<file path="config.mk">
export PLATFORM = sky130hd
export DESIGN_NAME = ptp_two_step_latency_monitor
export DESIGN_NICKNAME = d
export VERILOG_FILES = /design/src/p2slm_pkg.sv /design/src/p2slm_ram.sv /design/src/p2slm_ns_conv.sv /design/src/p2slm_window.sv /design/src/p2slm_div.sv /design/src/ptp_two_step_latency_monitor.sv
export SDC_FILE = /design/constraint.sdc
export NUM_CORES = 2
export LEC_CHECK = 0
export ABC_CLOCK_PERIOD_IN_PS = 14290
export CORE_MARGIN = 3
export CORE_UTILIZATION = 45
export DETAILED_ROUTE_END_ITERATION = 8
export DONT_BUFFER_PORTS = 1
export HOLD_SLACK_MARGIN = 0.15
export PLACE_DENSITY_LB_ADDON = 0.2
export SLEW_MARGIN = 20
export SYNTH_ARGS = -nofsm -noshare
export SYNTH_HDL_FRONTEND = slang
export SYNTH_SLANG_ARGS = --single-unit
</file>
<file path="constraint.sdc">
create_clock -name clk_i -period 14.29 [get_ports clk_i]
set_input_delay 0.7145 -clock clk_i [delete_from_list [all_inputs] [get_ports clk_i]]
set_output_delay 0.7145 -clock clk_i [all_outputs]
set_load 0.005 [all_outputs]
</file>
<file path="src/p2slm_pkg.sv">
`timescale 1ns / 1ps
// ----------------------------------------------------------------------------
// p2slm_pkg
// Shared constants, field widths and inter-module control types of the
// two-step PTP latency monitor.
// ----------------------------------------------------------------------------
package p2slm_pkg;

  // Ring of absolute deltas used for the running average
  localparam int WINDOW_SLOTS = 20;
  localparam int SLOT_W       = (WINDOW_SLOTS > 1) ? $clog2(WINDOW_SLOTS) : 1;

  // Slot index = sequence mod WINDOW_SLOTS through a scaled reciprocal
  localparam int          RECIP_SHIFT = 24;
  localparam int          RECIP_W     = RECIP_SHIFT + 1;
  localparam int unsigned SLOT_RECIP  =
    ((32'd1 << RECIP_SHIFT) + WINDOW_SLOTS - 1) / WINDOW_SLOTS;

  // Radix-16 divider by WINDOW_SLOTS
  localparam int REM_W     = $clog2(WINDOW_SLOTS + 1);
  localparam int DIV_STEPS = 16;

  localparam logic [15:0] PTP_ETHERTYPE = 16'h88F7;
  localparam logic [3:0]  MSG_SYNC      = 4'h0;
  localparam logic [3:0]  MSG_FOLLOW    = 4'h8;
  localparam logic [29:0] NS_PER_SEC    = 30'd1000000000;

  localparam int IN_DATA_W  = 176;
  localparam int IN_USER_W  = 4;
  localparam int OUT_DATA_W = 224;
  localparam int OUT_USER_W = 1;

  typedef struct packed {
    logic        start;
    logic [47:0] seconds;
    logic [29:0] nanoseconds;
  } conv_req_t;

  typedef struct packed {
    logic        done;
    logic [63:0] ns;
  } conv_rsp_t;

  typedef struct packed {
    logic              start;
    logic [SLOT_W-1:0] slot;
    logic [63:0]       mag;
  } win_req_t;

  typedef struct packed {
    logic        done;
    logic [63:0] sum;
  } win_rsp_t;

  typedef struct packed {
    logic        start;
    logic [63:0] dividend;
  } div_req_t;

  typedef struct packed {
    logic        done;
    logic [63:0] quotient;
  } div_rsp_t;

endpackage

</file>
<file path="src/p2slm_ram.sv">
`timescale 1ns / 1ps
// ----------------------------------------------------------------------------
// p2slm_ram
// Generic simple dual-port RAM: one write port, one read port with a
// registered read.
// ----------------------------------------------------------------------------
module p2slm_ram #(
  parameter int WIDTH = 64,
  parameter int DEPTH = 20,
  localparam int AW   = (DEPTH > 1) ? $clog2(DEPTH) : 1
) (
  input  logic             clk_i,
  input  logic             we_i,
  input  logic [AW-1:0]    waddr_i,
  input  logic [WIDTH-1:0] wdata_i,
  input  logic [AW-1:0]    raddr_i,
  output logic [WIDTH-1:0] rdata_o
);

  logic [WIDTH-1:0] mem_q [DEPTH];
  logic [WIDTH-1:0] rdata_q;

  always_ff @(posedge clk_i) begin
    if (we_i) begin
      mem_q[waddr_i] <= wdata_i;
    end
    rdata_q <= mem_q[raddr_i];
  end

  assign rdata_o = rdata_q;

endmodule

</file>
<file path="src/p2slm_ns_conv.sv">
`timescale 1ns / 1ps
// ----------------------------------------------------------------------------
// p2slm_ns_conv
// Timestamp to nanoseconds: seconds * 1e9 + nanoseconds, modulo 2^64.
// Two split partial products, then one merge add, each registered.
// ----------------------------------------------------------------------------
module p2slm_ns_conv (
  input  logic                 clk_i,
  input  logic                 rst_ni,
  input  p2slm_pkg::conv_req_t req_i,
  output p2slm_pkg::conv_rsp_t rsp_o
);

  logic [53:0] prod_lo_q;
  logic [53:0] prod_hi_q;
  logic [29:0] nsec_q;
  logic        stage_q;
  logic [63:0] ns_q;
  logic        done_q;

  always_ff @(posedge clk_i or negedge rst_ni) begin
    if (!rst_ni) begin
      stage_q <= 1'b0;
      done_q  <= 1'b0;
    end else begin
      stage_q <= req_i.start;
      done_q  <= stage_q;
    end
  end

  always_ff @(posedge clk_i) begin
    if (req_i.start) begin
      prod_lo_q <= 54'(req_i.seconds[23:0]) * 54'(p2slm_pkg::NS_PER_SEC);
      prod_hi_q <= 54'(req_i.seconds[47:24]) * 54'(p2slm_pkg::NS_PER_SEC);
      nsec_q    <= req_i.nanoseconds;
    end
    // upper partial product weighs 2^24; bits above 2^64 drop out
    if (stage_q) begin
      ns_q <= {10'd0, prod_lo_q} + {prod_hi_q[39:0], 24'd0} + {34'd0, nsec_q};
    end
  end

  assign rsp_o.done = done_q;
  assign rsp_o.ns   = ns_q;

endmodule

</file>
<file path="src/p2slm_window.sv">
`timescale 1ns / 1ps
// ----------------------------------------------------------------------------
// p2slm_window
// Ring of absolute deltas held in a RAM. A request writes one slot, then
// sweeps all slots one read per cycle and returns their sum modulo 2^64.
// Slots never written read as zero through per-slot valid bits.
// ----------------------------------------------------------------------------
module p2slm_window (
  input  logic                clk_i,
  input  logic                rst_ni,
  input  p2slm_pkg::win_req_t req_i,
  output p2slm_pkg::win_rsp_t rsp_o
);

  localparam int                       SW   = p2slm_pkg::SLOT_W;
  localparam logic [SW-1:0]            LAST = SW'(p2slm_pkg::WINDOW_SLOTS - 1);

  logic [p2slm_pkg::WINDOW_SLOTS-1:0] valid_q;
  logic                               issue_q;
  logic [SW-1:0]                      rd_idx_q;
  logic                               rvalid_q;
  logic                               rlast_q;
  logic [SW-1:0]                      raddr_q;
  logic [63:0]                        sum_q;
  logic                               done_q;
  logic [63:0]                        rdata;

  p2slm_ram #(
    .WIDTH(64),
    .DEPTH(p2slm_pkg::WINDOW_SLOTS)
  ) u_ram (
    .clk_i  (clk_i),
    .we_i   (req_i.start),
    .waddr_i(req_i.slot),
    .wdata_i(req_i.mag),
    .raddr_i(rd_idx_q),
    .rdata_o(rdata)
  );

  always_ff @(posedge clk_i or negedge rst_ni) begin
    if (!rst_ni) begin
      valid_q  <= '0;
      issue_q  <= 1'b0;
      rd_idx_q <= '0;
      rvalid_q <= 1'b0;
      rlast_q  <= 1'b0;
      done_q   <= 1'b0;
    end else begin
      if (req_i.start) begin
        valid_q[req_i.slot] <= 1'b1;
      end
      // start the sweep in the cycle after the write so slot reads see it
      if (req_i.start) begin
        issue_q  <= 1'b1;
        rd_idx_q <= '0;
      end else if (issue_q) begin
        if (rd_idx_q == LAST) begin
          issue_q <= 1'b0;
        end else begin
          rd_idx_q <= rd_idx_q + SW'(1);
        end
      end
      rvalid_q <= issue_q;
      rlast_q  <= issue_q && (rd_idx_q == LAST);
      done_q   <= rvalid_q && rlast_q;
    end
  end

  always_ff @(posedge clk_i) begin
    raddr_q <= rd_idx_q;
    if (req_i.start) begin
      sum_q <= '0;
    end else if (rvalid_q && valid_q[raddr_q]) begin
      sum_q <= sum_q + rdata;
    end
  end

  assign rsp_o.done = done_q;
  assign rsp_o.sum  = sum_q;

endmodule

</file>
<file path="src/p2slm_div.sv">
`timescale 1ns / 1ps
// ----------------------------------------------------------------------------
// p2slm_div
// Unsigned 64-bit division by the window size, one hex digit per cycle.
// Each step compares the partial remainder against the fifteen digit
// multiples of the divisor in parallel; quotient is ready after 16 steps.
// ----------------------------------------------------------------------------
module p2slm_div (
  input  logic                clk_i,
  input  logic                rst_ni,
  input  p2slm_pkg::div_req_t req_i,
  output p2slm_pkg::div_rsp_t rsp_o
);

  localparam int RW    = p2slm_pkg::REM_W;
  localparam int VW    = RW + 4;
  localparam int CNT_W = $clog2(p2slm_pkg::DIV_STEPS);

  logic             busy_q;
  logic             done_q;
  logic [CNT_W-1:0] cnt_q;
  logic [RW-1:0]    rem_q;
  logic [63:0]      dvd_q;
  logic [63:0]      quo_q;

  logic [VW-1:0]    step_val;
  logic [3:0]       digit;
  logic [RW-1:0]    rem_nx;

  always_comb begin
    step_val = {rem_q, dvd_q[63:60]};
    digit    = 4'd0;
    rem_nx   = step_val[RW-1:0];
    for (int k = 1; k < 16; k++) begin
      if (step_val >= VW'(k * p2slm_pkg::WINDOW_SLOTS)) begin
        digit  = 4'(k);
        rem_nx = RW'(step_val - VW'(k * p2slm_pkg::WINDOW_SLOTS));
      end
    end
  end

  always_ff @(posedge clk_i or negedge rst_ni) begin
    if (!rst_ni) begin
      busy_q <= 1'b0;
      done_q <= 1'b0;
      cnt_q  <= '0;
    end else begin
      done_q <= 1'b0;
      if (req_i.start) begin
        busy_q <= 1'b1;
        cnt_q  <= '0;
      end else if (busy_q) begin
        cnt_q <= cnt_q + CNT_W'(1);
        if (cnt_q == CNT_W'(p2slm_pkg::DIV_STEPS - 1)) begin
          busy_q <= 1'b0;
          done_q <= 1'b1;
        end
      end
    end
  end

  always_ff @(posedge clk_i) begin
    if (req_i.start) begin
      dvd_q <= req_i.dividend;
      rem_q <= '0;
    end else if (busy_q) begin
      dvd_q <= {dvd_q[59:0], 4'd0};
      rem_q <= rem_nx;
      quo_q <= {quo_q[59:0], digit};
    end
  end

  assign rsp_o.done     = done_q;
  assign rsp_o.quotient = quo_q;

endmodule

</file>
<file path="src/ptp_two_step_latency_monitor.sv">
`timescale 1ns / 1ps
// ----------------------------------------------------------------------------
// ptp_two_step_latency_monitor
// SYNC / follow-up delay monitor for two-step PTPv2 masters.
// ----------------------------------------------------------------------------
// Input stream: one item per received frame summary. Items with a foreign
// ethertype or a message type other than SYNC or follow-up are accepted
// and dropped. A SYNC updates the stored sequence, master and receive
// time and gives no result.
// A follow-up gives exactly one output item: the SYNC-minus-follow-up delta,
// the window average and the peak absolute delta, plus both sequence IDs in
// tdata and the master-match flag in tuser. Its processing runs through
// the 20-slot window sweep (one RAM read per cycle) and the 16-step divider.
// The block takes one item at a time; s_axis_tready_o is high while idle.
// The output register holds a finished item while the receiver stalls and
// the next input item is still accepted; a second result waits in the last
// stage until the register frees up.
// Reset clears all stored times, the master latch, the peak and the window
// valid bits at once; no clearing sweep is needed.
// ----------------------------------------------------------------------------
module ptp_two_step_latency_monitor (
  input  logic                             clk_i,
  input  logic                             rst_ni,
  input  logic                             s_axis_tvalid_i,
  output logic                             s_axis_tready_o,
  // eth_kind[15:0], src_clock[79:16], sequence_id[95:80],
  // stamp_seconds[143:96], stamp_nanoseconds[173:144], zero pad
  input  logic [p2slm_pkg::IN_DATA_W-1:0]  s_axis_tdata_i,
  // mode[3:0]
  input  logic [p2slm_pkg::IN_USER_W-1:0]  s_axis_tuser_i,
  output logic                             m_axis_tvalid_o,
  input  logic                             m_axis_tready_i,
  // round_trip_delta[63:0], average_delta[127:64], maximum_delta[191:128],
  // sync_sequence[207:192], follow_sequence[223:208]
  output logic [p2slm_pkg::OUT_DATA_W-1:0] m_axis_tdata_o,
  // follow_accepted[0]
  output logic [p2slm_pkg::OUT_USER_W-1:0] m_axis_tuser_o
);

  typedef enum logic [7:0] {
    ST_IDLE  = 8'b0000_0001,
    ST_CONV  = 8'b0000_0010,
    ST_APPLY = 8'b0000_0100,
    ST_DELTA = 8'b0000_1000,
    ST_MAG   = 8'b0001_0000,
    ST_WIN   = 8'b0010_0000,
    ST_DIV   = 8'b0100_0000,
    ST_EMIT  = 8'b1000_0000
  } state_e;

  localparam int SW = p2slm_pkg::SLOT_W;
  localparam int PW = 16 + p2slm_pkg::RECIP_W;

  state_e state_q, state_d;

  // input fields
  logic [15:0] in_ether;
  logic [3:0]  in_mode;
  logic [63:0] in_src;
  logic [15:0] in_seq;
  logic        in_fire;
  logic        in_relevant;

  logic        is_sync_q;
  logic [63:0] src_q;
  logic [15:0] seq_q;

  // monitor state
  logic [63:0] master_id_q;
  logic        master_latched_q;
  logic [15:0] last_sync_q;
  logic [15:0] last_follow_q;
  logic [63:0] sync_ns_q;
  logic [63:0] follow_ns_q;
  logic [63:0] peak_q;
  logic [63:0] delta_q;
  logic        accepted_q;
  logic        avg_neg_q;

  // slot index pipeline
  logic [PW-1:0] slot_prod_q;
  logic [21:0]   slot_qd_q;
  logic [15:0]   slot_rem;

  logic [63:0] mag;
  logic [63:0] avg;
  logic        out_load;

  logic                              out_valid_q;
  logic [p2slm_pkg::OUT_DATA_W-1:0]  out_data_q;
  logic                              out_acc_q;

  p2slm_pkg::conv_req_t conv_req;
  p2slm_pkg::conv_rsp_t conv_rsp;
  p2slm_pkg::win_req_t  win_req;
  p2slm_pkg::win_rsp_t  win_rsp;
  p2slm_pkg::div_req_t  div_req;
  p2slm_pkg::div_rsp_t  div_rsp;

  assign in_ether = s_axis_tdata_i[15:0];
  assign in_src   = s_axis_tdata_i[79:16];
  assign in_seq   = s_axis_tdata_i[95:80];
  assign in_mode  = s_axis_tuser_i;

  assign s_axis_tready_o = (state_q == ST_IDLE);
  assign in_fire         = s_axis_tvalid_i && s_axis_tready_o;
  assign in_relevant     = (in_ether == p2slm_pkg::PTP_ETHERTYPE) &&
                           ((in_mode == p2slm_pkg::MSG_SYNC) ||
                            (in_mode == p2slm_pkg::MSG_FOLLOW));

  assign conv_req.start       = in_fire && in_relevant;
  assign conv_req.seconds     = s_axis_tdata_i[143:96];
  assign conv_req.nanoseconds = s_axis_tdata_i[173:144];

  p2slm_ns_conv u_ns_conv (
    .clk_i (clk_i),
    .rst_ni(rst_ni),
    .req_i (conv_req),
    .rsp_o (conv_rsp)
  );

  // last SYNC sequence mod window size; product and quotient are registered
  always_ff @(posedge clk_i) begin
    slot_prod_q <= PW'(last_sync_q) * PW'(p2slm_pkg::SLOT_RECIP);
    slot_qd_q   <= 22'(slot_prod_q[p2slm_pkg::RECIP_SHIFT +: 16]) *
                   22'(p2slm_pkg::WINDOW_SLOTS);
  end
  assign slot_rem = last_sync_q - slot_qd_q[15:0];

  assign mag = delta_q[63] ? (64'd0 - delta_q) : delta_q;

  assign win_req.start = (state_q == ST_MAG);
  assign win_req.slot  = slot_rem[SW-1:0];
  assign win_req.mag   = mag;

  p2slm_window u_window (
    .clk_i (clk_i),
    .rst_ni(rst_ni),
    .req_i (win_req),
    .rsp_o (win_rsp)
  );

  assign div_req.start    = (state_q == ST_WIN) && win_rsp.done;
  assign div_req.dividend = win_rsp.sum[63] ? (64'd0 - win_rsp.sum) : win_rsp.sum;

  p2slm_div u_div (
    .clk_i (clk_i),
    .rst_ni(rst_ni),
    .req_i (div_req),
    .rsp_o (div_rsp)
  );

  assign avg      = avg_neg_q ? (64'd0 - div_rsp.quotient) : div_rsp.quotient;
  assign out_load = (state_q == ST_EMIT) && (!out_valid_q || m_axis_tready_i);

  always_comb begin
    state_d = state_q;
    unique case (state_q)
      ST_IDLE:  if (in_fire && in_relevant) state_d = ST_CONV;
      ST_CONV:  if (conv_rsp.done) state_d = ST_APPLY;
      ST_APPLY: state_d = is_sync_q ? ST_IDLE : ST_DELTA;
      ST_DELTA: state_d = ST_MAG;
      ST_MAG:   state_d = ST_WIN;
      ST_WIN:   if (win_rsp.done) state_d = ST_DIV;
      ST_DIV:   if (div_rsp.done) state_d = ST_EMIT;
      ST_EMIT:  if (out_load) state_d = ST_IDLE;
      default:  state_d = ST_IDLE;
    endcase
  end

  always_ff @(posedge clk_i or negedge rst_ni) begin
    if (!rst_ni) begin
      state_q          <= ST_IDLE;
      master_id_q      <= '0;
      master_latched_q <= 1'b0;
      last_sync_q      <= '0;
      last_follow_q    <= '0;
      sync_ns_q        <= '0;
      follow_ns_q      <= '0;
      peak_q           <= '0;
      out_valid_q      <= 1'b0;
    end else begin
      state_q <= state_d;
      if (state_q == ST_APPLY) begin
        if (is_sync_q) begin
          last_sync_q <= seq_q;
          if (!master_latched_q) begin
            master_id_q      <= src_q;
            master_latched_q <= 1'b1;
          end
          if (!master_latched_q || (src_q == master_id_q)) begin
            sync_ns_q <= conv_rsp.ns;
          end
        end else if (src_q == master_id_q) begin
          last_follow_q <= seq_q;
          follow_ns_q   <= conv_rsp.ns;
        end
      end
      // the most negative delta stays negative and never wins here
      if ((state_q == ST_MAG) && ($signed(mag) > $signed(peak_q))) begin
        peak_q <= mag;
      end
      if (out_load) begin
        out_valid_q <= 1'b1;
      end else if (m_axis_tready_i) begin
        out_valid_q <= 1'b0;
      end
    end
  end

  always_ff @(posedge clk_i) begin
    if (in_fire) begin
      is_sync_q <= (in_mode == p2slm_pkg::MSG_SYNC);
      src_q     <= in_src;
      seq_q     <= in_seq;
    end
    if (state_q == ST_APPLY) begin
      accepted_q <= (src_q == master_id_q);
    end
    if (state_q == ST_DELTA) begin
      delta_q <= sync_ns_q - follow_ns_q;
    end
    if (div_req.start) begin
      avg_neg_q <= win_rsp.sum[63];
    end
    if (out_load) begin
      out_data_q <= {last_follow_q, last_sync_q, peak_q, avg, delta_q};
      out_acc_q  <= accepted_q;
    end
  end

  assign m_axis_tvalid_o = out_valid_q;
  assign m_axis_tdata_o  = out_data_q;
  assign m_axis_tuser_o  = out_acc_q;

endmodule
</file>
==> flow_summary.ini <==
[outcome]
status = finished clean

[setup_path]
critPathRequiredTime_ns = 15.05
path_class = register to register
arrival_ns = 8.91
cp_max_fo = 38
endpoint_kind = register
startpoint_type = register

[synth]
syn_area_per_cell_um2 = 14.9
synthesis.area_um2 = 122000
synthArstFlopShare_pct = 13.8
synth_warnings = 0
synth_edf_count = 1950
synth_top_area_cell = edfxtp_1
yosys.area.top_type_share_pct = 47.9
yosysSeqAreaShare_pct = 57.1
synthTopCellsByArea = edfxtp_1 (48%), fa_1 (7.6%), ha_1 (7.3%), mux4_2 (7.2%), dfrtp_1 (6.8%)
ys.flop_type = edfxtp_1
synth_cell_types = 89
ys_ff_latch = 2429
synth_cells = 8207
syn_nets = 9569

[timing]
period_minus_slack_ns = 8.15
max_freq_ghz = 0.123
fin_setup_tns_ns = 0
period_share_pct = 57.0
final_max_slew_viol_count = 0
hold_viol_final = 0
setup_viol_count_final = 0
relSlewSlack_pct = 20.3
rsz0062_at_grt = no
worst_pin_slew_ns = 1.18
skew_ns = 0.0690
holdWs_ns = 0.210

[place]
portBuffers = 0
dp_hpwl_um = 207000
place.gp.congestion = 0.916

[global_routing]
grt_usage_pct = 22.0
grt_max_degree = 336
grt_pass1_vias = 70634
grt_overflow = 0
antenna_found_initial = 31
grt_pass1_wl_um = 458000

[die]
die_x_um = 527
dieArea_um2 = 278000
die_h_um = 527
start_util_pct = 45.4
core_um2 = 269000
rows = 190
ioPinCount = 411

[routing]
drt_iter0_drc = 5177
wl_per_cell_um = 25.1
drc = 0
vias = 68292
viasPerCell = 5.56
wirelength_um = 308000
firstDrtPassIters = 6
ant_nets = 0

[job]
drv_cap = 0

[clock_network]
cts_tree = built
ctsResizeCount = 0
numCtsBuffers = 268
root_buffer = clkbuf_16
cts_sinks = 2429
h-tree-depth = 5
worstSkewPairLatency_ns = 0.92
cts_buffer_depth = 4
clk_pin_slew_ns = 0.06
cts_setup_buffers = 0

[min_path]
min_path_type = input pin to register

[finish]
drive_gt1_share_pct = 16.5
fin_nets = 9855
regMostFlops = u_window.u_ram.mem_q
area_growth_pct = 12.9
fillers = 22319
largest_reg_flops = 1280

[pwr]
powerDensity_nw_per_um2 = 166
ir_drop_mv = 0.278
leakagePower_nw = 57.5
## worst paths after layout
path / startpoint / endpoint / slack, ns / cells past startpoint
worst max-delay path: delta_q[0] / peak_q[24] / 6.14 / 26
worst max register to register: delta_q[0] / peak_q[24] / 6.14 / 26
worst min register to register: slot_prod_q[25] / slot_qd_q[3] / 0.33 / 0
min in group asynchronous: rst_ni / u_div.done_q / 0.49 / 2
worst min-delay path: m_axis_tready_i / m_axis_tvalid_o / 0.21 / 2
max in group asynchronous: rst_ni / sync_ns_q[57] / 11.88 / 5
## metal layers
| metal | wire length [µm] | up-vias | share of wire, % | track usage, % |
|---|---|---|---|---|
| met3 | 20200 | 528 | 6.6 | 4.56 |
| met2 | 153000 | 1969 | 50 | 37.7 |
| met1 | 121000 | 35020 | 39 | 27.6 |
| met5 | 64 | - | 0.021 | 0 |
| li1 | - | 30765 | - | - |
| met4 | 14000 | 10 | 4.5 | 8.33 |
## placed cells by master, fill, tap and decap left out, types with 70 or more instances in the layout
master and count:
nor2_1 244, xor2_1 136, nand4_1 73, edfxtp_1 1950, fa_1 461, clkbuf_1 72, dfxtp_1 143, dlygate4sd3_1 119
dfrtp_1 328, mux2_2 351, nand2_1 279, a21oi_1 281, mux4_2 389, buf_4 115, ha_1 717, nand3_1 70
a21o_1 184, o21ai_0 240, inv_1 938, xnor2_1 309, clkbuf_16 270
## Yosys cell counts (48+ instances only)
cell type  number
edfxtp_1     1950
nor3_1         51
a21o_1        185
mux2_2        351
inv_1         939
mux4_2        389
nor2_1        265
ha_1          717
fa_1          461
xor2_1        136
nand3_1        70
dfxtp_1       144
a21oi_1       281
o31ai_1        65
o21ai_0       241
nand2_1       281
dfrtp_1       334
xnor2_1       372
or3_1          48
nand4_1        73
clkbuf_1      187
## metrics by stage
step	utilization [%]	std cells	power, mW	instance area, µm²	setup slack [ns]
after floorplan	-	8207	14.5	122000	2.35
after global placement	47.3	11652	15.9	127000	6.18
after detailed placement	47.3	11652	16.0	127000	6.09
after CTS	51.1	12263	23.1	138000	6.05
after global routing	51.2	12272	24.5	138000	5.62
final	51.2	12282	22.8	138000	6.14
## where the power goes
group | internal, mW | switching [mW]
Combinational | 3.60 | 4.22
Clock | 4.09 | 2.89
Sequential | 8.05 | 0.00850
## worst max-delay path, stage by stage (launching register included)
cell and delay, ns:
edfxtp_1 0.76, inv_1 0.26, nand4b_1 0.26, or3_1 0.50
nand3b_1 0.25, or3_4 0.41, or3_4 0.42, or4_4 0.54
nor3_2 0.39, nand2_1 0.21, nand2_1 0.15, xnor2_2 0.36
ha_1 0.39, a21o_1 0.16, a21o_1 0.17, a21o_1 0.16
a21oi_1 0.16, nor2b_1 0.06, o21ai_0 0.17, nand2b_1 0.08
a21oi_1 0.15, o31ai_1 0.23, a2111oi_0 0.51, xor2_1 0.14
o211ai_1 0.16, buf_4 0.50, mux2_2 0.40
## what timing repair did
| action | 4_1_cts | 5_1_grt |
|---|---|---|
| hold endpoints to repair | 452 | 0 |
| hold buffers | 120 | 0 |
| setup endpoints to repair | 0 | 0 |
## cell families after synthesis
| family | share of synthesized area [%] |
|---|---|
| AO/OA/AOI/OAI | 5.68 |
| XOR/XNOR | 3.64 |
| adder cells (fa/ha/maj) | 14.9 |
| flip-flops | 57.1 |
| multiplexers | 10.6 |
| AND/OR/NAND/NOR | 4.49 |
| buffers and inverters | 3.57 |
## cell type report
cell class	count	area, µm²	area share [%]
multi-input cells	4615	48900	35.5
diodes	16	40.0	0.0290
flip-flops and latches	2429	69800	50.6
clock buffers	369	7400	5.36
repair buffers	239	2180	1.58
clock inverters	122	1560	1.13
inverters	940	3530	2.56
well taps	3552	4440	3.22
(Power assumes the default switching activity.)
